[config.mk]
export PLATFORM = sky130hd
export DESIGN_NAME = m4i_mul
export DESIGN_NICKNAME = d
export VERILOG_FILES = /design/src/design/m4i_pkg.sv /design/src/design/m4i_mul.sv
export SDC_FILE = /design/constraint.sdc
export NUM_CORES = 2
export LEC_CHECK = 0
export BUFFER_PORTS_ARGS = -buffer_cell sky130_fd_sc_hd__buf_2
export CORE_MARGIN = 2
export CORE_UTILIZATION = 55
export CTS_BUF_LIST = sky130_fd_sc_hd__clkbuf_8
export DETAILED_ROUTE_END_ITERATION = 6
export PLACE_DENSITY = 0.72
export SLEW_MARGIN = 20
export SYNTH_ARGS = -nofsm -noshare
export SYNTH_HDL_FRONTEND = slang
export SYNTH_SLANG_ARGS = --single-unit
[constraint.sdc]
create_clock -name clock -period 12.05 [get_ports clock]
set_input_delay 1.205 -clock clock [delete_from_list [all_inputs] [get_ports clock]]
set_output_delay 1.205 -clock clock [all_outputs]
set_load 0.01 [all_outputs]
[src/design/m4i_pkg.sv]
// Shared constants and width helpers for the 4x4 adjugate matrix inverter.
package m4i_pkg;

   localparam int ELEM_WIDTH_DEF = 32;
   localparam int FRAC_BITS_DEF  = 16;
   localparam int NUM_ELEMS      = 16;

   // Width of a signed 3x3 cofactor built from elements of the given width.
   function automatic int cof_width(int ew);
      return 3 * ew + 3;
   endfunction

   // Width of the signed determinant accumulator.
   function automatic int det_width(int ew);
      return 4 * ew + 5;
   endfunction

   // Width of a multiplier operand split into at most four element-wide chunks.
   function automatic int opnd_width(int ew);
      return 4 * ew + 1;
   endfunction

   // Index of the n-th of the three lines that remain once line c is removed.
   function automatic logic [1:0] skip_index(logic [1:0] n, logic [1:0] c);
      return (n >= c) ? n + 2'd1 : n;
   endfunction

endpackage

[src/design/m4i_mul.sv]
// Shared signed multiplier: one element-wide chunk of a wide operand times one element.
module m4i_mul #(
   parameter int ELEM_WIDTH = 32
) (
   input  logic                                          clock,
   input  logic [m4i_pkg::opnd_width(ELEM_WIDTH)-1:0]    opnd,
   input  logic [1:0]                                    chunk_sel,
   input  logic                                          chunk_last,
   input  logic [ELEM_WIDTH-1:0]                         mult_x,
   output logic signed [2*ELEM_WIDTH+1:0]                prod_ff
);
   import m4i_pkg::*;

   logic [ELEM_WIDTH:0]             chunk;
   logic signed [2*ELEM_WIDTH+1:0]  prod_in;

   // Lower chunks are unsigned; only the top chunk carries the sign.
   always_comb begin
      chunk = opnd[chunk_sel * ELEM_WIDTH +: ELEM_WIDTH + 1];
      if (!chunk_last) begin
         chunk[ELEM_WIDTH] = 1'b0;
      end
      prod_in = $signed(chunk) * $signed({mult_x[ELEM_WIDTH-1], mult_x});
   end

   always_ff @(posedge clock) begin
      prod_ff <= prod_in;
   end

endmodule

## After elaboration in Yosys (flattened, before gate mapping)

Index checks and enable logic that the tools add are counted.

| word-level totals | value |
|---|---|
| memory bits (writable) | 0 |
| input bits | 165 |
| register bits after elaboration | 65 |
| latch bits | 0 |
| memories kept | 0 |
| ROM bits | 0 |

| cells by class | value |
|---|---|
| $mul | 1 |
| bitwise gates (word level) | 0 |
| shifts and indexed selects | 1 |
| divide/modulo/power cells | 0 |
| mux-type cells | 1 |
| $lt $le $gt $ge | 0 |
| $add $sub $neg | 0 |
| equal/unequal tests | 0 |
| reductions and logical operators | 0 |

Operators with widths:

| cell | count |
|---|---|
| 129-bit by 8-bit indexed part select with 33-bit output | 1 |
| 33-bit by 32-bit multiplier with 65-bit output | 1 |
| 1-bit 2-to-1 mux | 1 |

## Longest topological paths before layout

| logic depth | value |
|---|---|
| depth in word-level cells | 3 |
| depth in mapped cells | 32 |

## Worst setup path before layout

Ideal clock, no wire load.

| path | value |
|---|---|
| kind | input to register |
| from | input port chunk_sel[0] |
| to | register prod_ff[59] |
| slack | 2546 ps |
| stages on the path | 24 |
| data arrival time | 9431 ps |
| required time | 11978 ps |
| path through | clkbuf_1 buf_1 o211a_1 clkbuf_1 nand2_1 fa_1 fa_1 fa_1 fa_1 inv_1 fa_1 fa_1 fa_1 fa_1 ha_1 or3_1 a31oi_1 a21oi_1 a221oi_1 o21ai_0 a21oi_1 o31ai_2 a221oi_1 xnor2_1 |

| on the way | value |
|---|---|
| word-level cells in the longest chain between the ends | 3 |

Ends and longest elaborated chain:

| item | RTL line | text |
|---|---|---|
| start, declared | m4i_mul.sv:7 | `input logic [1:0] chunk_sel,` |
| 129-bit by 8-bit indexed part select with 33-bit output (*) | m4i_mul.sv:19 | `chunk = opnd[chunk_sel * ELEM_WIDTH +: ELEM_WIDTH + 1];` |
| 1-bit 2-to-1 mux | m4i_mul.sv:20 | `if (!chunk_last) begin` |
| 33-bit by 32-bit multiplier with 65-bit output (*) | m4i_mul.sv:23 | `prod_in = $signed(chunk) * $signed({mult_x[ELEM_WIDTH-1], mult_x});` |
| net prod_in[59] | m4i_mul.sv:15 | `logic signed [2*ELEM_WIDTH+1:0] prod_in;` |
| end signal, assigned | m4i_mul.sv:27 | `prod_ff <= prod_in;` |
| end, declared | m4i_mul.sv:10 | `output logic signed [2*ELEM_WIDTH+1:0] prod_ff` |

Mark *: on every way through the listed nets, which the timed path passes. The rest lies on a longest branch.

## Final worst setup path

| path | value |
|---|---|
| from | input port chunk_sel[0] |
| to | register prod_ff[64] (netlist name) |

| on the way | value |
|---|---|
| word-level cells in the longest chain between the ends | 3 |

Ends and longest elaborated chain:

| item | RTL line |
|---|---|
| 129-bit by 8-bit indexed part select with 33-bit output (*) | m4i_mul.sv:19 |
| 1-bit 2-to-1 mux | m4i_mul.sv:20 |
| 33-bit by 32-bit multiplier with 65-bit output (*) | m4i_mul.sv:23 |
| net prod_in[64] | m4i_mul.sv:15 |

Marked as above.

==> results.yml <==
run_status:
  run_status: "finished clean"
detailed_routing:
  detail_route.drc_violations: 0
  ant_nets: 0
  dr_total_vias: 27694
  finalWirelength_mm: 105.2
  post_drt_wl_per_cell_um: 20.71
  detail_route.vias_per_cell: 5.454
  firstDrtPassIters: 5
  dr_iter_0_viols: 1949
yosys:
  share_of_flip_flops_with_an_asynchronous_set_or_reset_pct: 0
  synth_cells: 4078
  synthSimpleGateAreaFrac_pct: 15.30
  synth-edff-count: 0
  count_of_warnings_emitted_by_yosys: 0
  netlist_area_sq_mm: 0.03918
  synth-compound-area-share_pct: 3.513
  yosys_most_used_dff: "sky130_fd_sc_hd__dfxtp_1"
  synth.yosys.seq_area_share_pct: 3.321
  synth-xor-area-share_pct: 1.520
  post_synth_mux_area_share_pct: 1.887
  yosys.area_share.adder_pct: 62.76
  synthesis.area_per_instance_sq_um: 9.608
  synth_seq_cells: 65
  dominant_combinational_cell_family_by_area_after_synthesis: "adder cells"
  synthDistinctLibCells: 70
  total_nets_after_synthesis: 5541
floorplan:
  pin_count: 231
  start_util_pct: 55.76
  floorplan.die.width_um: 270.9
  design.die.area_sq_mm: 0.07339
  fp-row-count: 97
  core_area_sq_mm: 0.07027
  chipHeight_um: 270.9
sta:
  final_max_slew_viol_count: 0
  final_hold_viol_count: 0
  hold_slack_ps: 1421
  rsz_0062_raised_after_global_routing: "false"
  setup-tns-final_ps: 0
  worst-slew-pin-transition_ps: 1092
  max_freq_mhz: 97.31
  period_minus_slack_ps: 10280
  setup_viol: 0
  final.period_utilization_pct: 85.28
  maxSlewHeadroom_pct: 27.20
min_path:
  hold_path.class: "in -> reg"
job:
  timing.max_cap.violations: 0
clock_tree:
  inserted_clock_buffers: 9
  cts_tree: "built"
  cts.clk_slew.worst_paths_ps: 110
  cts-hold-fix-buffers: 0
  cts-root-buf: "sky130_fd_sc_hd__clkbuf_8"
  clock_tree.buffer_depth: 2
  postCtsSetupRepairBufs: 0
  cts_num_sinks: 65
  htree_levels: 3
  cts_resized: 0
critical_path:
  crit_path_frequent_cell: "sky130_fd_sc_hd__fa_1"
  crit_buf_inv: 6
  timing.critical_path.arrival_ps: 10620
  worstPathRequired_ps: 12390
  critPathSlowestCell: "sky130_fd_sc_hd__mux4_2"
  worstPathMaxFanout: 32
  worstSetupPathType: "in -> reg"
  crit_path_end_kind: "register"
  crit_family: "adder cells"
  crit_path_start_kind: "primary input"
  worst_path_largest_cell_delay_ps: 890
cells_and_area:
  biggestRegsByFlops: "prod_ff: 65 flops"
  drive_gt1_share_pct: 7.936
  largest-register: "prod_ff"
  finish.net_count: 5591
  finalInstanceArea_sq_mm: 0.04111
  num-fill-cells: 5989
  largest_register_ffs: 65
  layout_commonest_cell: "sky130_fd_sc_hd__fa_1"
  area_growth_synth_to_finish_pct: 4.915
  layout_common_cells: "sky130_fd_sc_hd__fa_1 (1,112), sky130_fd_sc_hd__inv_1 (1,000), sky130_fd_sc_hd__nand2_1 (532)"
grt:
  globalRoute.totalOverflow: 0
  antenna_found_initial: 5
  globalRouteTotalUtil_pct: 30.32
  grt_max_degree: 34
  number_of_global_route_vias_before_repair: 30666
  grt_first_pass_wirelength_mm: 170.7
placement:
  buffer_ports.inserted: 230
  final_hpwl_dp_mm: 85.43
  placed_area_sq_mm: 0.04087
  gp_congestion: 0.8942
-- metrics by stage --
stage          setup slack (ps)  std cells  utilization, %
6_report                   1773       5078           58.50
2_1_floorplan              2546       4078               -
3_5_place_dp               1346       5057           58.15
5_1_grt                    1193       5075           58.49
3_3_place_gp               1468       5057           58.15
4_1_cts                    1836       5073           58.48
-- Yosys cell counts, types with 6 or more instances --
| cell type | n | area, sq um |
|---|---|---|
| sky130_fd_sc_hd__mux4_2 | 31 | 698.2 |
| sky130_fd_sc_hd__a31oi_1 | 13 | 81.33 |
| sky130_fd_sc_hd__nand2b_1 | 13 | 81.33 |
| sky130_fd_sc_hd__xor2_1 | 24 | 210.2 |
| sky130_fd_sc_hd__and3_1 | 6 | 37.54 |
| sky130_fd_sc_hd__o21bai_1 | 12 | 90.09 |
| sky130_fd_sc_hd__clkbuf_1 | 203 | 762.0 |
| sky130_fd_sc_hd__xnor2_1 | 44 | 385.4 |
| sky130_fd_sc_hd__nand3_1 | 15 | 75.07 |
| sky130_fd_sc_hd__o211ai_1 | 6 | 45.04 |
| sky130_fd_sc_hd__buf_2 | 6 | 30.03 |
| sky130_fd_sc_hd__dfxtp_1 | 65 | 1301 |
| sky130_fd_sc_hd__a21oi_1 | 56 | 280.3 |
| sky130_fd_sc_hd__a21o_1 | 18 | 135.1 |
| sky130_fd_sc_hd__and2_1 | 529 | 3309 |
| sky130_fd_sc_hd__fa_1 | 1112 | 22260 |
| sky130_fd_sc_hd__nand2_1 | 532 | 1997 |
| sky130_fd_sc_hd__nor2_1 | 60 | 225.2 |
| sky130_fd_sc_hd__nor2b_1 | 8 | 50.05 |
| sky130_fd_sc_hd__nor3_1 | 7 | 35.03 |
| sky130_fd_sc_hd__ha_1 | 186 | 2327 |
| sky130_fd_sc_hd__o21a_1 | 7 | 52.55 |
| sky130_fd_sc_hd__a211oi_1 | 7 | 52.55 |
| sky130_fd_sc_hd__o21ai_0 | 35 | 175.2 |
| sky130_fd_sc_hd__inv_1 | 1000 | 3754 |
-- worst paths after layout --
path                      from                  end  slack [ps]  depth (start not counted)
setup / recovery  chunk_sel[0]  prod_ff[64]$_DFF_P_        1770                         27
hold / removal       mult_x[0]   prod_ff[0]$_DFF_P_        1420                          2
-- logic make-up after synthesis --
| logic type | after synthesis |
|---|---|
| adders and majority gates | 1298 |
| buffers and inverters | 1216 |
| and+or+nand+nor | 1195 |
| AOI/OAI and AO/OA | 201 |
| xor gates and xnor gates | 68 |
| DFF | 65 |
| muxes | 35 |
-- final cells by class --
cell class	count	area (sq um)	share of cell area (%)
Clock inverter	6	91.34	0.2222
Timing Repair Buffer	254	1331	3.239
Clock buffer	10	137.6	0.3348
Sequential cell	65	1301	3.166
Tap cell	940	1176	2.861
Inverter	1001	3757	9.140
Antenna cell	5	12.51	0.03044
Multi-Input combinational cell	2797	33300	81.01
-- layer usage --
metal  GRT usage (%)  vias up  wire length, um
met5               0        -               38
met4           10.85        6             3921
met3           6.949      209             9338
met2           48.94     1190            50460
met1           40.41    14500            41390
li1                -    11789                -
Power is left out: the tool's default activity adds up to more than one toggle a clock period on the data nets, which glitch-free logic cannot reach.
