===== config.mk =====
export PLATFORM = sky130hd
export DESIGN_NAME = m4i_div
export DESIGN_NICKNAME = d
export VERILOG_FILES = /design/src/design/m4i_pkg.sv /design/src/design/m4i_div.sv
export SDC_FILE = /design/constraint.sdc
export NUM_CORES = 2
export LEC_CHECK = 0
export BUFFER_PORTS_ARGS = -buffer_cell sky130_fd_sc_hd__buf_4
export CORE_UTILIZATION = 50
export DETAILED_ROUTE_END_ITERATION = 8
export GPL_ROUTABILITY_DRIVEN = 0
export PLACE_DENSITY_LB_ADDON = 0.15
export SYNTH_ARGS = -nofsm -noshare
export SYNTH_HDL_FRONTEND = slang
export SYNTH_SLANG_ARGS = --single-unit

===== constraint.sdc =====
create_clock -name clock -period 14.55 [get_ports clock]
set_clock_uncertainty 0.05 [all_clocks]
set_input_delay 1.455 -clock clock [delete_from_list [all_inputs] [get_ports clock]]
set_output_delay 1.455 -clock clock [all_outputs]
set_load 0.005 [all_outputs]

===== src/design/m4i_pkg.sv =====
// Shared constants and width helpers for the 4x4 adjugate matrix inverter.
package m4i_pkg;

   localparam int ELEM_WIDTH_DEF = 32;
   localparam int FRAC_BITS_DEF  = 16;
   localparam int NUM_ELEMS      = 16;

   // Width of a signed 3x3 cofactor built from elements of the given width.
   function automatic int cof_width(int ew);
      return 3 * ew + 3;
   endfunction

   // Width of the signed determinant accumulator.
   function automatic int det_width(int ew);
      return 4 * ew + 5;
   endfunction

   // Width of a multiplier operand split into at most four element-wide chunks.
   function automatic int opnd_width(int ew);
      return 4 * ew + 1;
   endfunction

   // Index of the n-th of the three lines that remain once line c is removed.
   function automatic logic [1:0] skip_index(logic [1:0] n, logic [1:0] c);
      return (n >= c) ? n + 2'd1 : n;
   endfunction

endpackage


===== src/design/m4i_div.sv =====
// Restoring divider: rounded, saturated cofactor-over-determinant quotient.
module m4i_div #(
   parameter int ELEM_WIDTH = 32,
   parameter int FRAC_BITS  = 16
) (
   input  logic                                        clock,
   input  logic                                        reset,
   input  logic                                        start,
   input  logic [m4i_pkg::cof_width(ELEM_WIDTH)-1:0]   num,
   input  logic [m4i_pkg::det_width(ELEM_WIDTH)-1:0]   den,
   output logic                                        done_ff,
   output logic [ELEM_WIDTH-1:0]                       quo
);
   import m4i_pkg::*;

   localparam int CW   = cof_width(ELEM_WIDTH);
   localparam int DW   = det_width(ELEM_WIDTH);
   localparam int RW   = 5 * ELEM_WIDTH + 2 * FRAC_BITS + 8;
   localparam int QW   = ELEM_WIDTH + 2;
   localparam int CNTW = $clog2(QW + 1);

   logic [RW-1:0]   rem_ff, rem_in, dsh_ff, dsh_in;
   logic [QW-1:0]   q_ff, q_in;
   logic            neg_ff, neg_in;
   logic [CNTW-1:0] cnt_ff, cnt_in;
   logic            run_ff, run_in, done_in;

   logic [CW-1:0]   num_mag;
   logic [DW-1:0]   den_mag;
   logic            ge;
   logic [QW-1:0]   lim, mag;

   always_comb begin
      num_mag = num[CW-1] ? (~num + 1'b1) : num;
      den_mag = den[DW-1] ? (~den + 1'b1) : den;
      ge      = rem_ff >= dsh_ff;

      rem_in  = rem_ff;
      dsh_in  = dsh_ff;
      q_in    = q_ff;
      neg_in  = neg_ff;
      cnt_in  = cnt_ff;
      run_in  = run_ff;
      done_in = 1'b0;

      if (start) begin
         // Rounded quotient is floor((2n + d) / 2d), with n already scaled up.
         rem_in = (RW'(num_mag) << (2 * FRAC_BITS + 1)) + RW'(den_mag);
         dsh_in = RW'(den_mag) << QW;
         q_in   = '0;
         neg_in = num[CW-1] ^ den[DW-1];
         cnt_in = '0;
         run_in = 1'b1;
      end else if (run_ff) begin
         if (ge) begin
            rem_in = rem_ff - dsh_ff;
         end
         dsh_in = dsh_ff >> 1;
         q_in   = {q_ff[QW-2:0], ge};
         cnt_in = cnt_ff + 1'b1;
         if (cnt_ff == CNTW'(QW - 1)) begin
            run_in  = 1'b0;
            done_in = 1'b1;
         end
      end

      // A set top bit means the true quotient is beyond any representable value.
      lim = neg_ff ? (QW'(1) << (ELEM_WIDTH - 1)) : ((QW'(1) << (ELEM_WIDTH - 1)) - 1'b1);
      mag = (q_ff > lim) ? lim : q_ff;
      quo = neg_ff ? ELEM_WIDTH'(~mag + 1'b1) : ELEM_WIDTH'(mag);
   end

   always_ff @(posedge clock) begin
      if (reset) begin
         run_ff  <= 1'b0;
         done_ff <= 1'b0;
         cnt_ff  <= '0;
      end else begin
         run_ff  <= run_in;
         done_ff <= done_in;
         cnt_ff  <= cnt_in;
      end
   end

   always_ff @(posedge clock) begin
      rem_ff <= rem_in;
      dsh_ff <= dsh_in;
      q_ff   <= q_in;
      neg_ff <= neg_in;
   end

endmodule


Word-level counts from Yosys, hierarchy flattened
Cells that the tools add are included.
{ "word_totals": {"input_bits": 235, "output_inout_bits": 33, "reg_bits": 410, "word_cells": 41} }
{ "classes": {"bitwise_logic": 5, "reduce_logical": 5, "n_eq_ne": 1, "magnitude_cmp": 2, "n_addsub": 6, "muxes": 14} }
{ "ops": {"columns": ["op", "n"], "rows": [
  ["2-to-1 mux 200 bit", 3],
  ["2-to-1 mux 167 bit", 2],
  ["greater-or-equal comparator 200 x 167 -> 1 bit", 1],
  ["subtractor 200 x 167 -> 200 bit", 1],
  ["adder 132 x 133 -> 134 bit", 1],
  ["adder 133 x 1 -> 133 bit, second input constant", 1],
  ["2-to-1 mux 133 bit", 1],
  ["inverter 133 bit", 1],
  ["adder 99 x 1 -> 99 bit, second input constant", 1],
  ["2-to-1 mux 99 bit", 1],
  ["inverter 99 bit", 1],
  ["2-to-1 mux 32 bit", 3],
  ["greater-than comparator 34 x 32 -> 1 bit", 1],
  ["adder 32 x 1 -> 32 bit, second input constant", 1],
  ["inverter 32 bit", 1],
  ["adder 6 x 1 -> 6 bit, second input constant", 1],
  ["equality test 6 bit, second input constant", 1],
  ["2-to-1 mux 1 bit", 4],
  ["nonzero test 2 bit", 2],
  ["OR reduction 3 bit", 1],
  ["AND reduction 2 bit", 1],
  ["OR reduction 2 bit", 1],
  ["inverter 1 bit", 1],
  ["bitwise XOR 1 bit", 1]
]} }

Depth between registers and ports, before layout
{ "logic_depth": {"word_depth": 6, "depth_mapped": 28, "depth_no_buf": 26} }

Least setup slack after synthesis
No wires, ideal clock.
{ "synth_timing": {"path_kind": "reg-to-reg", "from": "register rem_ff[0]", "to": "register rem_ff[0], enable pin", "path_buffers": 0, "stages_incl_launch_ff": 17, "t_required_ns": 13.940, "arrival_ns": 7.333, "path_slack_ns": 6.608, "period_less_slack_ns": 7.942, "setup_time_ns": 0.560, "path_cell_list": "edfxtp_1 > inv_1 > ha_1 > fa_1 > nor2b_1 > o21a_1 > o21ai_0 > a21oi_1 > o21ai_0 > a21oi_1 > nor2_1 > o311ai_0 > a31oi_1 > o21ai_0 > nand2_1 > nand3_1 > a21o_1"} }
{ "synth_between": {"elab_chain_len": 3} }
{ "synth_lines": {"columns": ["item", "line_no", "source"], "rows": [
  ["from (decl)", "m4i_div.sv:22", "logic [RW-1:0] rem_ff, rem_in, dsh_ff, dsh_in;"],
  ["from (signal assigned)", "m4i_div.sv:86", "rem_ff <= rem_in;"],
  ["greater-or-equal comparator 200 x 167 -> 1 bit", "m4i_div.sv:36", "ge = rem_ff >= dsh_ff;"],
  ["nonzero test 2 bit (no source line)", null, null],
  ["AND reduction 2 bit (no source line)", null, null]
]} }
No other way between the ends.
A chain may end at the register's enable or synchronous reset.

Final worst setup path
{ "layout_timing": {"from": "register neg_ff", "to": "output quo[30]"} }
{ "layout_between": {"elab_chain_len": 6} }
{ "layout_lines": {"columns": ["item", "line_no", "source"], "rows": [
  ["from (decl)", "m4i_div.sv:24", "logic neg_ff, neg_in;"],
  ["from (signal assigned)", "m4i_div.sv:89", "neg_ff <= neg_in;"],
  ["2-to-1 mux 32 bit", "m4i_div.sv:68", "lim = neg_ff ? (QW'(1) << (ELEM_WIDTH - 1)) : ((QW'(1) << (ELEM_WIDTH - 1)) - 1'b1);"],
  ["greater-than comparator 34 x 32 -> 1 bit", "m4i_div.sv:69", "mag = (q_ff > lim) ? lim : q_ff;"],
  ["2-to-1 mux 32 bit", "m4i_div.sv:69", null],
  ["inverter 32 bit", "m4i_div.sv:70", "quo = neg_ff ? ELEM_WIDTH'(~mag + 1'b1) : ELEM_WIDTH'(mag);"],
  ["adder 32 x 1 -> 32 bit", "m4i_div.sv:70", null],
  ["2-to-1 mux 32 bit *", "m4i_div.sv:70", null],
  ["to (decl)", "m4i_div.sv:12", "output logic [ELEM_WIDTH-1:0] quo"]
]} }
Every way passes the cells marked *; elsewhere a longest branch is shown, timed or not.

==> flow_summary.json <==
{
  "maxSlewViolCount": 0,
  "synthDominantAreaCellType": "sky130_fd_sc_hd__edfxtp_1",
  "detailroute.via_count": 41184,
  "power-per-cell-area_nw_per_um2": 168,
  "maxCapViolCount": 0,
  "route.final.wire_length_mm": 145,
  "min_path_type": "reg -> reg",
  "io_buffers": 267,
  "seq_area_sq_um": 11600,
  "clock_power_share": 0.165,
  "critical_path_class": "reg -> out",
  "syn-instance-count": 5307,
  "synthesis.nets": 5847,
  "multiInputGateArea_sq_um": 27900,
  "fmaxAchievable_ghz": 0.114,
  "share_comb_of_total_power": 0.604,
  "worstPathCellList": "buf_4, clkinv_1, ha_1, nand2_1, nor4_1, o21ai_0, nor2_1, buf_4, nand2_1, o21ai_0, ha_1, nand2_1, or3_1, or3_1, or3_1, or3_1, nor3_1, a21oi_1, or4_1, a31oi_1, o22a_1, buf_4",
  "yosysUniqueCellTypes": 85,
  "synthesis.area_sq_um": 41700,
  "holdBufCountCts": 0,
  "globalRouteOverflowTotal": 0,
  "ios": 268,
  "flop_pwr_share": 0.231,
  "run_status": "complete, no violations",
  "drtPass1Iterations": 8,
  "grt_start_max_net_pins": 111,
  "clock_insertion_delay_worst_skew_ns": 0.63,
  "die_width_um": 291,
  "syn_area_per_cell_sq_um": 7.85,
  "first_global_vias": 37989,
  "tot_gr_track_use": 0.330,
  "num_rows": 105,
  "relative_slew_slack": 0.123,
  "floorplan.die_area_sq_um": 84500,
  "post-route-period-util": 0.601,
  "num-nets-final": 5916,
  "vdd_drop_max_uv": 101,
  "min_period_ns": 8.74,
  "place_ws_ns": 5.44,
  "worstSetupEndpointType": "output pin",
  "route.detailed.vias_per_inst": 6.35,
  "clk_path_buf_depth": 3,
  "final_common_cell": "sky130_fd_sc_hd__nand2_1",
  "worst_setup_hold_path_clk_slew_ns": 0.06,
  "final_cell_mix": "sky130_fd_sc_hd__nand2_1, sky130_fd_sc_hd__a21oi_1, sky130_fd_sc_hd__nor2_1",
  "wire_per_inst_um": 22.3,
  "worst_setup_path_start_kind": "register",
  "timing.final.ws_setup_ns": 5.81,
  "insertedDiodeCount": 0,
  "count_of_cells_along_the_worst_register_to_register_path": 17,
  "fraction_of_final_layout_cells_with_drive_strength_greater_than_1": 0.0816,
  "cp_max_fo": 71,
  "power_switching_share": 0.470,
  "worst_path_most_repeated_cell": "sky130_fd_sc_hd__or3_1",
  "drc_errors": 0,
  "crit_required_ns": 13.05,
  "ys_dominant_reg_cell": "sky130_fd_sc_hd__edfxtp_1",
  "cp_slowest_stage_delay_ns": 0.56,
  "cts_inserted_buffers": 50,
  "switchingPower_mw": 3.62,
  "number_of_antenna_violations_at_the_first_check_in_global_routing": 4,
  "die_h_um": 291,
  "cts_repair_resize_count": 0,
  "drt_iter0_drc": 4198,
  "whs_path_depth": 2,
  "area_growth_syn_to_layout_pct": 10.0,
  "power.leakage_nw": 18.4,
  "grt_pass1_wl_mm": 221,
  "start_util": 0.507,
  "sinks_on_clock_net": 410,
  "finalHoldViolations": 0,
  "cts.root.buffer_cell": "sky130_fd_sc_hd__clkbuf_16",
  "yosys_register_bits": 410,
  "drt.antenna.violating_nets": 0,
  "ys_warn_count": 0,
  "h-tree-depth": 2,
  "dp_hpwl_mm": 115,
  "number_of_filler_instances_in_the_final_layout": 7864,
  "tritoncts": "done",
  "fin_tns_setup_ns": 0,
  "synth_top_area_share": 0.241,
  "grt_setup_unrepaired": "no",
  "tightest_slew_ns": 1.30,
  "synth-edff-count": 334,
  "postSynth.asyncResetShare": 0,
  "p_int_mw": 4.08,
  "timing.critical_path.slowest_stage_cell": "sky130_fd_sc_hd__buf_4",
  "finalPower_mw": 7.70,
  "cts.repair_timing.setup_buffer_count": 0,
  "floorplan.core_area_sq_um": 82200,
  "timing.final.setup_violations": 0,
  "cp_data_arrival_time_ns": 7.24,
  "synth.yosys.seq_area_share": 0.277,
  "ys_top_cells_by_area": "sky130_fd_sc_hd__edfxtp_1, sky130_fd_sc_hd__ha_1, sky130_fd_sc_hd__xnor2_1, sky130_fd_sc_hd__a21oi_1, sky130_fd_sc_hd__nand2_1"
}
## layer usage
| layer | wire length (um) | vias to the layer above | GRT usage | part of all wire |
|---|---|---|---|---|
| met3 | 11800 | 317 | 0.0481 | 0.082 |
| li1 | - | 19551 | - | - |
| met1 | 62000 | 19429 | 0.448 | 0.43 |
| met4 | 6070 | 8 | 0.133 | 0.042 |
| met2 | 64600 | 1879 | 0.525 | 0.45 |
| met5 | 43 | - | 0 | 0.00030 |
## path summary, 6_finish.rpt
check | from | endpoint | slack, ns
setup / recovery | neg_ff$_DFFE_PP_ | quo[30] | 5.81
hold / removal | cnt_ff[5]$_SDFFE_PP0P_ | cnt_ff[5]$_SDFFE_PP0P_ | 0.45
setup reg to reg | dsh_ff[21]$_SDFFE_PP0P_ | rem_ff[99]$_DFFE_PP_ | 7.57
hold reg to reg | cnt_ff[5]$_SDFFE_PP0P_ | cnt_ff[5]$_SDFFE_PP0P_ | 0.45
## area by class of cell
cell class,instances,share of cell area
Clock inverter,30,0.00647
Inverter,303,0.0248
Clock buffer,63,0.0292
Timing Repair Buffer,298,0.0490
Tap cell,1070,0.0292
Multi-Input combinational cell,4313,0.609
Sequential cell,410,0.252
## synthesized netlist by cell type, drive strengths merged, types with 10 or more instances
cell type / count
and4: 12
nor2: 438
nand2b: 47
a211oi: 24
nand3: 62
a21o: 169
dfxtp: 76
or3: 76
o21a: 41
nand4: 166
xnor2: 390
mux2i: 74
o31ai: 181
clkbuf: 257
a221oi: 13
o21bai: 88
ha: 303
nand3b: 11
and3: 21
nor2b: 42
o211ai: 20
inv: 302
nor4: 51
o21ai: 423
nand2: 611
a31oi: 38
buf: 24
xor2: 128
o311ai: 10
a21boi: 26
a21oi: 501
edfxtp: 334
or4: 49
o41ai: 47
or2: 33
nor3: 86
## power by group through the flow
stage	registers, mW	clock network [mW]	logic (mW)
after floorplan	1.76	0	3.27
after global placement	1.79	0	4.46
after detailed placement	1.79	0	4.48
after CTS	1.78	1.28	4.52
after global routing	1.80	1.33	5.04
final	1.78	1.27	4.65
## critical path: cells and delay by family (launching register included)
family | cells | cell delay (ns)
compound gates | 5 | 1.04
flops | 1 | 0.32
simple gates | 11 | 3.18
fa+ha+maj | 2 | 0.68
buf+inv | 4 | 1.38
## through the flow
step           instances  area [sq um]  hold WS, ns  utilization
2_1_floorplan       5307         41700        0.393            -
3_3_place_gp        6394         44200        0.422        0.538
3_5_place_dp        6394         44200        0.440        0.538
4_1_cts             6487         45800        0.451        0.557
5_1_grt             6487         45800        0.501        0.557
6_report            6487         45800        0.447        0.557
## flip-flops by register name, indices dropped and copies added (netlist names)
name / cells
cnt_ff: 6
done_ff: 1
dsh_ff: 167
neg_ff: 1
q_ff: 34
rem_ff: 200
run_ff: 1
## kinds of logic (layout without fill, tap and decap cells)
| logic type | Yosys count | after routing | share of synthesized area |
|---|---|---|---|
| AOI/OAI and AO/OA | 1672 | 1672 | 0.251 |
| muxes | 80 | 80 | 0.0194 |
| adders and majority gates | 305 | 305 | 0.0919 |
| and+or+nand+nor | 1736 | 1736 | 0.198 |
| DFF | 410 | 410 | 0.277 |
| buffers and inverters | 584 | 694 | 0.0527 |
| xor gates and xnor gates | 520 | 520 | 0.110 |
Note: power is estimated with default switching activity, not from simulation.
