<file path="src/design/m4i_ram.sv">
// Generic single-write, single-read RAM with a registered read port.
module m4i_ram #(
   parameter int WIDTH = 32,
   parameter int DEPTH = 16
) (
   input  logic                     clock,
   input  logic                     wr_en,
   input  logic [$clog2(DEPTH)-1:0] wr_addr,
   input  logic [WIDTH-1:0]         wr_data,
   input  logic [$clog2(DEPTH)-1:0] rd_addr,
   output logic [WIDTH-1:0]         rd_data_ff
);

   logic [WIDTH-1:0] mem_ff [DEPTH];

   always_ff @(posedge clock) begin
      if (wr_en) begin
         mem_ff[wr_addr] <= wr_data;
      end
      rd_data_ff <= mem_ff[rd_addr];
   end

endmodule

</file>
<file path="config.mk">
export PLATFORM = sky130hd
export DESIGN_NAME = m4i_ram
export DESIGN_NICKNAME = d
export VERILOG_FILES = /design/src/design/m4i_ram.sv
export SDC_FILE = /design/constraint.sdc
export NUM_CORES = 1
export LEC_CHECK = 0
export BUFFER_PORTS_ARGS = -buffer_cell sky130_fd_sc_hd__buf_2
export CORE_MARGIN = 5
export CORE_UTILIZATION = 31
export DETAILED_ROUTE_END_ITERATION = 10
export GPL_ROUTABILITY_DRIVEN = 0
export HOLD_SLACK_MARGIN = 0.05
export REMOVE_ABC_BUFFERS = 1
export SKIP_LAST_GASP = 1
export SLEW_MARGIN = 10
export SYNTH_ARGS = -nofsm -noshare
export SYNTH_HDL_FRONTEND = slang
export SYNTH_SLANG_ARGS = --single-unit
</file>
<file path="constraint.sdc">
create_clock -name clock -period 3.9 [get_ports clock]
set_input_delay 0.39 -clock clock [delete_from_list [all_inputs] [get_ports clock]]
set_output_delay 0.39 -clock clock [all_outputs]
set_load 0.03 [all_outputs]
</file>
* Word-level counts from Yosys, hierarchy flattened *
Memories as Yosys holds them, arrays and structs flattened. A register that Yosys moved wholly into a read port is not among the register bits.
Cells that the tools add are included.
W data, S select, Z words.

word-level totals
  register bits = 0
  RAM bits = 512
  input bits = 42
  output and inout bits = 32
  word-level logic and storage cells = 3
  memories kept = 1

cells by class
  mux-type cells = 2

memory list
  name    depth  width  rd ports  clocked after memory_dff  wr ports  RTL line  RTL
  mem_ff  16     32     1         1                         1         14        logic [WIDTH-1:0] mem_ff [DEPTH];

operator list
  kind     count
  $mux W1  2

* Depth between registers and ports, before layout *
Gate-level depths: netlist of run 1.

  depth after elaboration = 2
  mapped depth = 5
  depth with buffers taken out = 3

* Worst setup path after synthesis of run 1 *
OpenSTA, ideal clock, no wires.

  kind = input port to flip-flop
  from = input port wr_addr[2]
  to = memory mem_ff[0][0] (enable)
  library setup time = 461 ps
  arrival time = 3,108 ps
  data required time = 3,439 ps
  slack = 330 ps
  stages = 2
  path buffers = 0
  path through = or3b_2 -> nor3_1

RTL lines
  element             RTL line  RTL
  start: declaration  8         input logic [$clog2(DEPTH)-1:0] wr_addr,
  end: declaration    14

No word-level cell before the write port.

==> results of run 1 <==
==> layout by cell type, fill, tap and decap left out, types with 7 or more instances in the layout <==
master / netlist / layout
edfxtp_1: 512 / 512
mux4_2: 128 / 128
buf_2: 4 / 71
a22oi_1: 64 / 64
clkbuf_16: 0 / 57
nand2_1: 33 / 33
dfxtp_1: 32 / 32
buf_4: 11 / 18
nor2_4: 0 / 13
clkinv_1: 0 / 12
clkinv_2: 0 / 10
clkbuf_8: 0 / 9
bufinv_16: 0 / 7
clkbuf_1: 17 / 7
buf_12: 0 / 7
==> flip-flops by register name, indices dropped and copies added (netlist names) <==
register	cells
rd_data_ff	32
mem_ff	512
==> layer usage <==
metal,share of wire [%],global-route usage [%],vias to the layer above
met5,0,0,-
met4,1.6,3.12,0
met3,5.0,2.39,51
li1,-,-,3799
met2,47,18.9,239
met1,46,17.7,4775
==> power groups by stage <==
stage | Sequential [mW] | Clock (mW) | Combinational (mW)
6_report | 6.58 | 5.39 | 0.646
5_1_grt | 6.58 | 5.75 | 0.699
4_1_cts | 6.58 | 5.50 | 0.662
3_5_place_dp | 6.70 | 0 | 0.661
3_3_place_gp | 6.70 | 0 | 0.647
2_1_floorplan | 6.77 | 0 | 0.252
==> cell type report <==
type,count,area share [%]
flip-flops and latches,544,68.5
multi-input cells,251,16.0
clock buffers,72,6.69
well taps,846,4.53
repair buffers,98,2.87
clock inverters,30,1.34
diodes,1,0.0107
==> per-stage QoR <==
stage / total power [mW] / std cells / worst slack [ps]
finish: 12.6 / 1842 / 2080
global route: 13.0 / 1841 / 1940
CTS: 12.7 / 1840 / 2070
detailed placement: 7.36 / 1738 / 1440
global placement: 7.35 / 1737 / 1440
floorplan: 7.02 / 795 / 330
==> cell families after synthesis <==
family | Yosys count | share of synthesized area, %
AOI/OAI and AO/OA | 64 | 2.42
buffers and inverters | 43 | 1.12
DFF | 544 | 80.7
muxes | 128 | 14.5
and+or+nand+nor | 59 | 1.27
==> final timing paths <==
kind                       startpoint                endpoint  slack (ps)
min reg2reg   mem_ff[6][17]$_DFFE_PP_  rd_data_ff[17]$_DFF_P_         670
max reg2reg  mem_ff[11][22]$_DFFE_PP_  rd_data_ff[22]$_DFF_P_        2470
max                        rd_addr[0]  rd_data_ff[22]$_DFF_P_        2080
min                        wr_data[6]  mem_ff[1][6]$_DFFE_PP_         170
==> worst max-delay path, cell delays in order <==
cell,delay (ps)
clkbuf_8,420
buf_4,440
mux4_2,550
a22oi_1,340
nand2_1,80
==> metrics, run 1 <==
status=finished, final reports clean; Post-Route Utilization=36.9%; synthesized area=19900 um2; synth warn=0; Via Count=8864; Hold Crit Class=in -> reg; Bufs on Longest Clock Path=3; Root Driver=clkbuf_16; WP data arrival=2280 ps; Max Freq=550 MHz; area of the multi-input gates=3750 um2; row count=92; count of TritonRoute iterations in the first routing pass=5; Hold Path Stages=1; layout cells sized above 1=33.2%; vias in the first global route=9414; final slew viol count=0; kind of critical path=in -> reg; overall die width=263 um; Yosys reg bits=544; Tcrit/Tclk final=46.6%; drt total wl=42600 um; synthesized instance count=838; vias per cell=4.81; DIE AREA=69200 um2; number of enable flip-flop cells after synthesis=512; sequential area share after synthesis=80.7%; initial core utilization=31.4%; GRT Total Usage=12.2%; Finished Cell Area=23400 um2; Netlist cell types=18; CTS tree=yes; global-route wire length before repair=63800 um; Clock transition at path regs=60 ps; Max FO, Critical Path=38; Fin Clk Skew=11.2 ps; most common cell in the synthesized netlist=edfxtp_1; Synth top area share=77.4%; CP required=4360 ps; largest area contributor in the netlist=edfxtp_1; clock network power share=42.7%; worst hold slack=174 ps; Worst-Margin Slew=1210 ps; Async S/R FF share, synth=0%; combinational share of power=5.1%; Remaining Overflow, GRT=0; IO Port Bufs=73; crit start category=input pin; post-DR wirelength/cell=23.1 um; FF/Latch Area=16000 um2; Cell Pwr Density=539 nW/um2; Max Cap Viol=0; Synth Flop Type=edfxtp_1; Final nets=992; initial antenna violation count=1; final setup vio count=0; largest net degree at the start of global routing=56; Tmin final=1820 ps; post-cts resize count=0; static leakage=7.41 nW; I/O Pins=74; top post-synthesis cells by area=edfxtp_1 77%, mux4_2 15%, dfxtp_1 3.2%; switching power share of the total=20.4%; area delta synth->final=17.7%; DR iter-0 viols=767; crit path capture type=register; setup TNS=0 ps; htree depth=2; # fillers=5757; worst IR drop on VDD=328 uV; Detail Route Antenna Nets=0; internal power=10.0 mW; CTS sink cnt=544; DP Area=21500 um2; Post-CTS Setup Bufs=0; Worst Reg2Reg Path Length in Cells=3; Avg Cell Area, Syn=23.7 um2; Synth top cells by count=512 x edfxtp_1, 128 x mux4_2, 64 x a22oi_1; unrepaired setup endpoints after global routing=false; Final Hold Viols=0; Die Ht=263 um; CTS Buf Count=55; clock network latency to the later pin of the worst-skew pair=590 ps; DRC viols=0; Hold Buf Count CTS=0; Slew headroom=19.0%; Sw Pwr=2.58 mW; core footprint=63300 um2; Seq pwr share=52.1%; DP Wirelength=23400 um
Note: power is estimated with default switching activity, not from simulation.
==> inputs of run 2 (changes only) <==
Clock period 3.9 ns to 1.5 ns, I/O delays scaled along.
==> metrics, run 2 (synthesis results as in run 1) <==
status=finished, final reports clean; vias per cell=4.81; global-route wire length before repair=66600 um; I/O Pins=74; Via Count=9266; # fillers=5657; Finished Cell Area=24500 um2; CP bufs+invs=1; family with the most delay on the worst path=flip-flops; CTS Buf Count=53; Tmin final=1430 ps; crit path capture type=primary output; commonest cells after routing, fill and taps aside=512 x edfxtp_1, 128 x mux4_2, 71 x buf_2, 64 x a22oi_1, 55 x clkbuf_16; internal power=25.8 mW; Remaining Overflow, GRT=0; htree depth=2; DRC viols=0; Fin Clk Skew=17.3 ps; max incr delay on CP=450 ps; row count=92; crit start category=register; R2R setup slack=130 ps; Hold Crit Class=in -> reg; Max Cap Viol=0; Seq pwr share=52.7%; Clock transition at path regs=60 ps; IO Port Bufs=73; Final WS setup=71.3 ps; largest net degree at the start of global routing=34; post-placement setup slack=-261 ps; most common cell after layout, fill and taps aside=edfxtp_1; initial antenna violation count=5; static leakage=7.87 nW; layout cells sized above 1=34.9%; Bufs on Longest Clock Path=3; Die Ht=263 um; unrepaired setup endpoints after global routing=false; clock network latency to the later pin of the worst-skew pair=590 ps; critical path's slowest cell=dfxtp_1; Hold Path Stages=4; Post-Route Utilization=38.7%; hold path start=wr_addr[1]; DR iter-0 viols=654; Cell Pwr Density=1330 nW/um2; Detail Route Antenna Nets=0; core footprint=63300 um2; post-DR wirelength/cell=22.9 um; reg-to-reg startpoint=mem_ff[2][26]$_DFFE_PP_; worst-path cell chain=buf_2; hold endpoint=mem_ff[0][10]$_DFFE_PP_; initial core utilization=31.4%; Worst-Margin Slew=436 ps; Final Hold Viols=0; Final nets=1076; worst hold slack=255 ps; clock network power share=41.4%; max FFs per register=512; vias in the first global route=9925; Sw Pwr=6.65 mW; Top Registers=mem_ff (512), rd_data_ff (32); Slew headroom=71.0%; DIE AREA=69200 um2; GRT Total Usage=12.7%; CP required=1350 ps; Max FO, Critical Path=1; kind of critical path=reg -> out; CTS sink cnt=544; Max Freq=700 MHz; worst IR drop on VDD=781 uV; post-cts resize count=0; Tcrit/Tclk final=95.2%; Worst Reg2Reg Path Length in Cells=3; DP Wirelength=26700 um; Tot Pwr=32.5 mW; DP Area=22400 um2; Root Driver=clkbuf_16; count of TritonRoute iterations in the first routing pass=4; drt total wl=44200 um; switching power share of the total=20.5%; final setup vio count=0; final slew viol count=0; register name with the most flops=mem_ff; Reg-to-Reg End=rd_data_ff[26]$_DFF_P_; overall die width=263 um; combinational share of power=5.9%; CTS tree=yes; WP data arrival=1280 ps; area delta synth->final=23.4%
==> run 2: cell types whose count changed in the layout (fill, tap and decap cells not counted), sizes merged <==
cell | previous run | this run
clkinvlp | 1 | 4
diode | 1 | 3
clkinv | 22 | 12
clkbuf | 73 | 76
dlygate4sd3 | 0 | 32
buf | 97 | 151
inv | 0 | 1
==> run 2: worst max path at each step <==
stage                                      start                     end  slack [ps]  depth (start not counted)
after floorplan                       wr_addr[2]  mem_ff[0][0]$_DFFE_PP_       -1830                          2
after global placement                rd_addr[0]  rd_data_ff[10]$_DFF_P_        -260                          6
after detailed placement              rd_addr[0]  rd_data_ff[10]$_DFF_P_        -260                          6
after CTS                 rd_data_ff[16]$_DFF_P_          rd_data_ff[16]          40                          1
after global routing      rd_data_ff[16]$_DFF_P_          rd_data_ff[16]          30                          1
final                     rd_data_ff[23]$_DFF_P_          rd_data_ff[23]          70                          1
==> run 2: final cells by class <==
class                   instances  area [um2]  area share (%)
multi-input cells             251        3750            15.3
diodes                          3        7.51          0.0306
clock buffers                  75        1470            6.01
clock inverters                24         305            1.25
repair buffers                184        1890            7.72
flip-flops and latches        544       16000            65.4
well taps                     846        1060            4.32
==> run 2: power groups by stage <==
stage / Combinational, mW / Clock (mW) / Sequential, mW
floorplan: 0.654 / 0 / 17.6
global route: 2.07 / 14.4 / 17.1
detailed placement: 1.89 / 0 / 17.4
CTS: 1.97 / 13.8 / 17.1
finish: 1.93 / 13.5 / 17.1
global placement: 1.86 / 0 / 17.4
==> run 2: layer usage <==
| layer | global-route usage, % | share of wire (%) |
|---|---|---|
| met1 | 18.0 | 46 |
| met2 | 20.5 | 48 |
| met3 | 2.33 | 4.4 |
| met4 | 3.02 | 1.5 |
| met5 | 0 | 0.029 |
==> run 2: through the flow <==
step | std cells | TNS, ps
final | 1927 | 0
after global routing | 1925 | 0
after CTS | 1924 | 0
after detailed placement | 1793 | -23800
after global placement | 1793 | -21260
after floorplan | 795 | -479550
==> run 2: worst min-delay path: stages <==
cell and delay (ps):
buf_2 110, buf_4 140, nor3_2 60, buf_12 190
==> run 2: repair_timing <==
item                      in CTS  in global routing
hold buffers                  32                  0
setup buffers                  0                  0
hold endpoints to repair     512                  0
==> inputs of run 3 (changes only) <==
Clock period 1.5 ns to 1.7 ns, I/O delays scaled along.
==> metrics, run 3 (synthesis results as in run 1) <==
status=finished, final reports clean; Worst-Margin Slew=1230 ps; Top Registers=mem_ff (512), rd_data_ff (32); initial antenna violation count=3; I/O Pins=74; vias per cell=4.77; final setup vio count=0; worst IR drop on VDD=665 uV; IO Port Bufs=73; final slew viol count=0; max incr delay on CP=390 ps; clock network power share=39.8%; met3 Use GR=2.23%; family with the most delay on the worst path=flip-flops; vias in the first global route=9779; Max Cap Viol=0; grt peak-use layer=met2; Final Hold Viols=0; switching power share of the total=20.7%; overall die width=263 um; Clock transition at path regs=60 ps; Seq pwr share=54.2%; unrepaired setup endpoints after global routing=false; initial core utilization=31.4%; worst hold slack=176 ps; Max Freq=739 MHz; core footprint=63300 um2; crit start category=register; post-DR wirelength/cell=22.4 um; Die Ht=263 um; Hold Crit Class=in -> reg; DIE AREA=69200 um2; area delta synth->final=21.3%; static leakage=7.70 nW; Final nets=1064; Slew headroom=18.1%; register name with the most flops=mem_ff; crit path capture type=primary output; layout cells sized above 1=34.1%; met2 Usage GRT=20.1%; met1 Usage GRT=17.1%; Tmin final=1350 ps; CTS Buf Count=52; Finished Cell Area=24100 um2; CP required=1530 ps; DR iter-0 viols=621; worst-path cell chain=buf_2; drt total wl=42800 um; Tcrit/Tclk final=79.6%; CTS tree=yes; CTS sink cnt=544; row count=92; combinational share of power=5.9%; Max FO, Critical Path=1; Remaining Overflow, GRT=0; Sw Pwr=5.77 mW; clock network latency to the later pin of the worst-skew pair=570 ps; commonest cells after routing, fill and taps aside=512 x edfxtp_1, 128 x mux4_2, 71 x buf_2, 64 x a22oi_1, 53 x clkbuf_16; CP bufs+invs=1; DP Wirelength=24100 um; Tot Pwr=27.8 mW; Cell Pwr Density=1160 nW/um2; Root Driver=clkbuf_16; Fin Clk Skew=18.1 ps; global-route wire length before repair=64500 um; Post-CTS Setup Bufs=0; most common cell after layout, fill and taps aside=edfxtp_1; count of TritonRoute iterations in the first routing pass=5; DRC viols=0; kind of critical path=reg -> out; DP Area=22100 um2; largest net degree at the start of global routing=34; htree depth=2; Bufs on Longest Clock Path=3; critical path's slowest cell=dfxtp_1; WP data arrival=1180 ps; max FFs per register=512; Detail Route Antenna Nets=0; internal power=22.1 mW; Via Count=9111; GRT Total Usage=12.2%
[run 3: cell count changes in the layout (fill, tap and decap cells not counted), sizes merged]
cell	change
buf	-11
clkinv	+5
bufinv	-4
clkbuf	-4
clkinvlp	+1
diode	-1
inv	-1
[run 3: power by group through the flow]
stage / registers, mW / logic (mW) / clock network (mW)
3_3_place_gp: 15.4 / 1.60 / 0
4_1_cts: 15.1 / 1.69 / 11.4
5_1_grt: 15.1 / 1.79 / 11.9
3_5_place_dp: 15.4 / 1.62 / 0
6_report: 15.1 / 1.65 / 11.1
2_1_floorplan: 15.5 / 0.577 / 0
[run 3: final timing paths]
path / startpoint / to / slack, ps / depth (start not counted)
worst max-delay path: rd_data_ff[16]$_DFF_P_ / rd_data_ff[16] / 350 / 1
worst min register to register: mem_ff[4][3]$_DFFE_PP_ / rd_data_ff[3]$_DFF_P_ / 660 / 3
worst max register to register: mem_ff[3][0]$_DFFE_PP_ / rd_data_ff[0]$_DFF_P_ / 370 / 3
worst min-delay path: rd_addr[1] / rd_data_ff[25]$_DFF_P_ / 180 / 4
[run 3: per-stage QoR]
| stage | util (%) | instances | worst slack, ps | TNS [ps] |
|---|---|---|---|---|
| final | 38.0 | 1912 | 346 | 0 |
| after global routing | 38.0 | 1911 | 280 | 0 |
| after detailed placement | 34.9 | 1782 | -70.9 | -309 |
| after CTS | 38.0 | 1910 | 290 | 0 |
| after global placement | 34.9 | 1782 | -73.2 | -236 |
| after floorplan | - | 795 | -1650 | -384570 |
[run 3: final cells by class]
class | count | area, um2
clock buffer | 71 | 1440
fill | 5719 | 39200
sequential | 544 | 16000
antenna | 2 | 5.00
clock inverter | 25 | 204
timing repair buffer | 173 | 1610
tap | 846 | 1060
multi-input combinational | 251 | 3750
[run 3: timing repair]
item,in CTS,in global routing
hold buffers,32,0
gates resized for setup,0,0
hold endpoints to repair,512,0
[run 3: metal layers]
metal	up-vias	part of all wire (%)
met5	-	0.030
met2	216	49
met3	60	5.1
li1	3953	-
met4	2	1.9
met1	4880	44
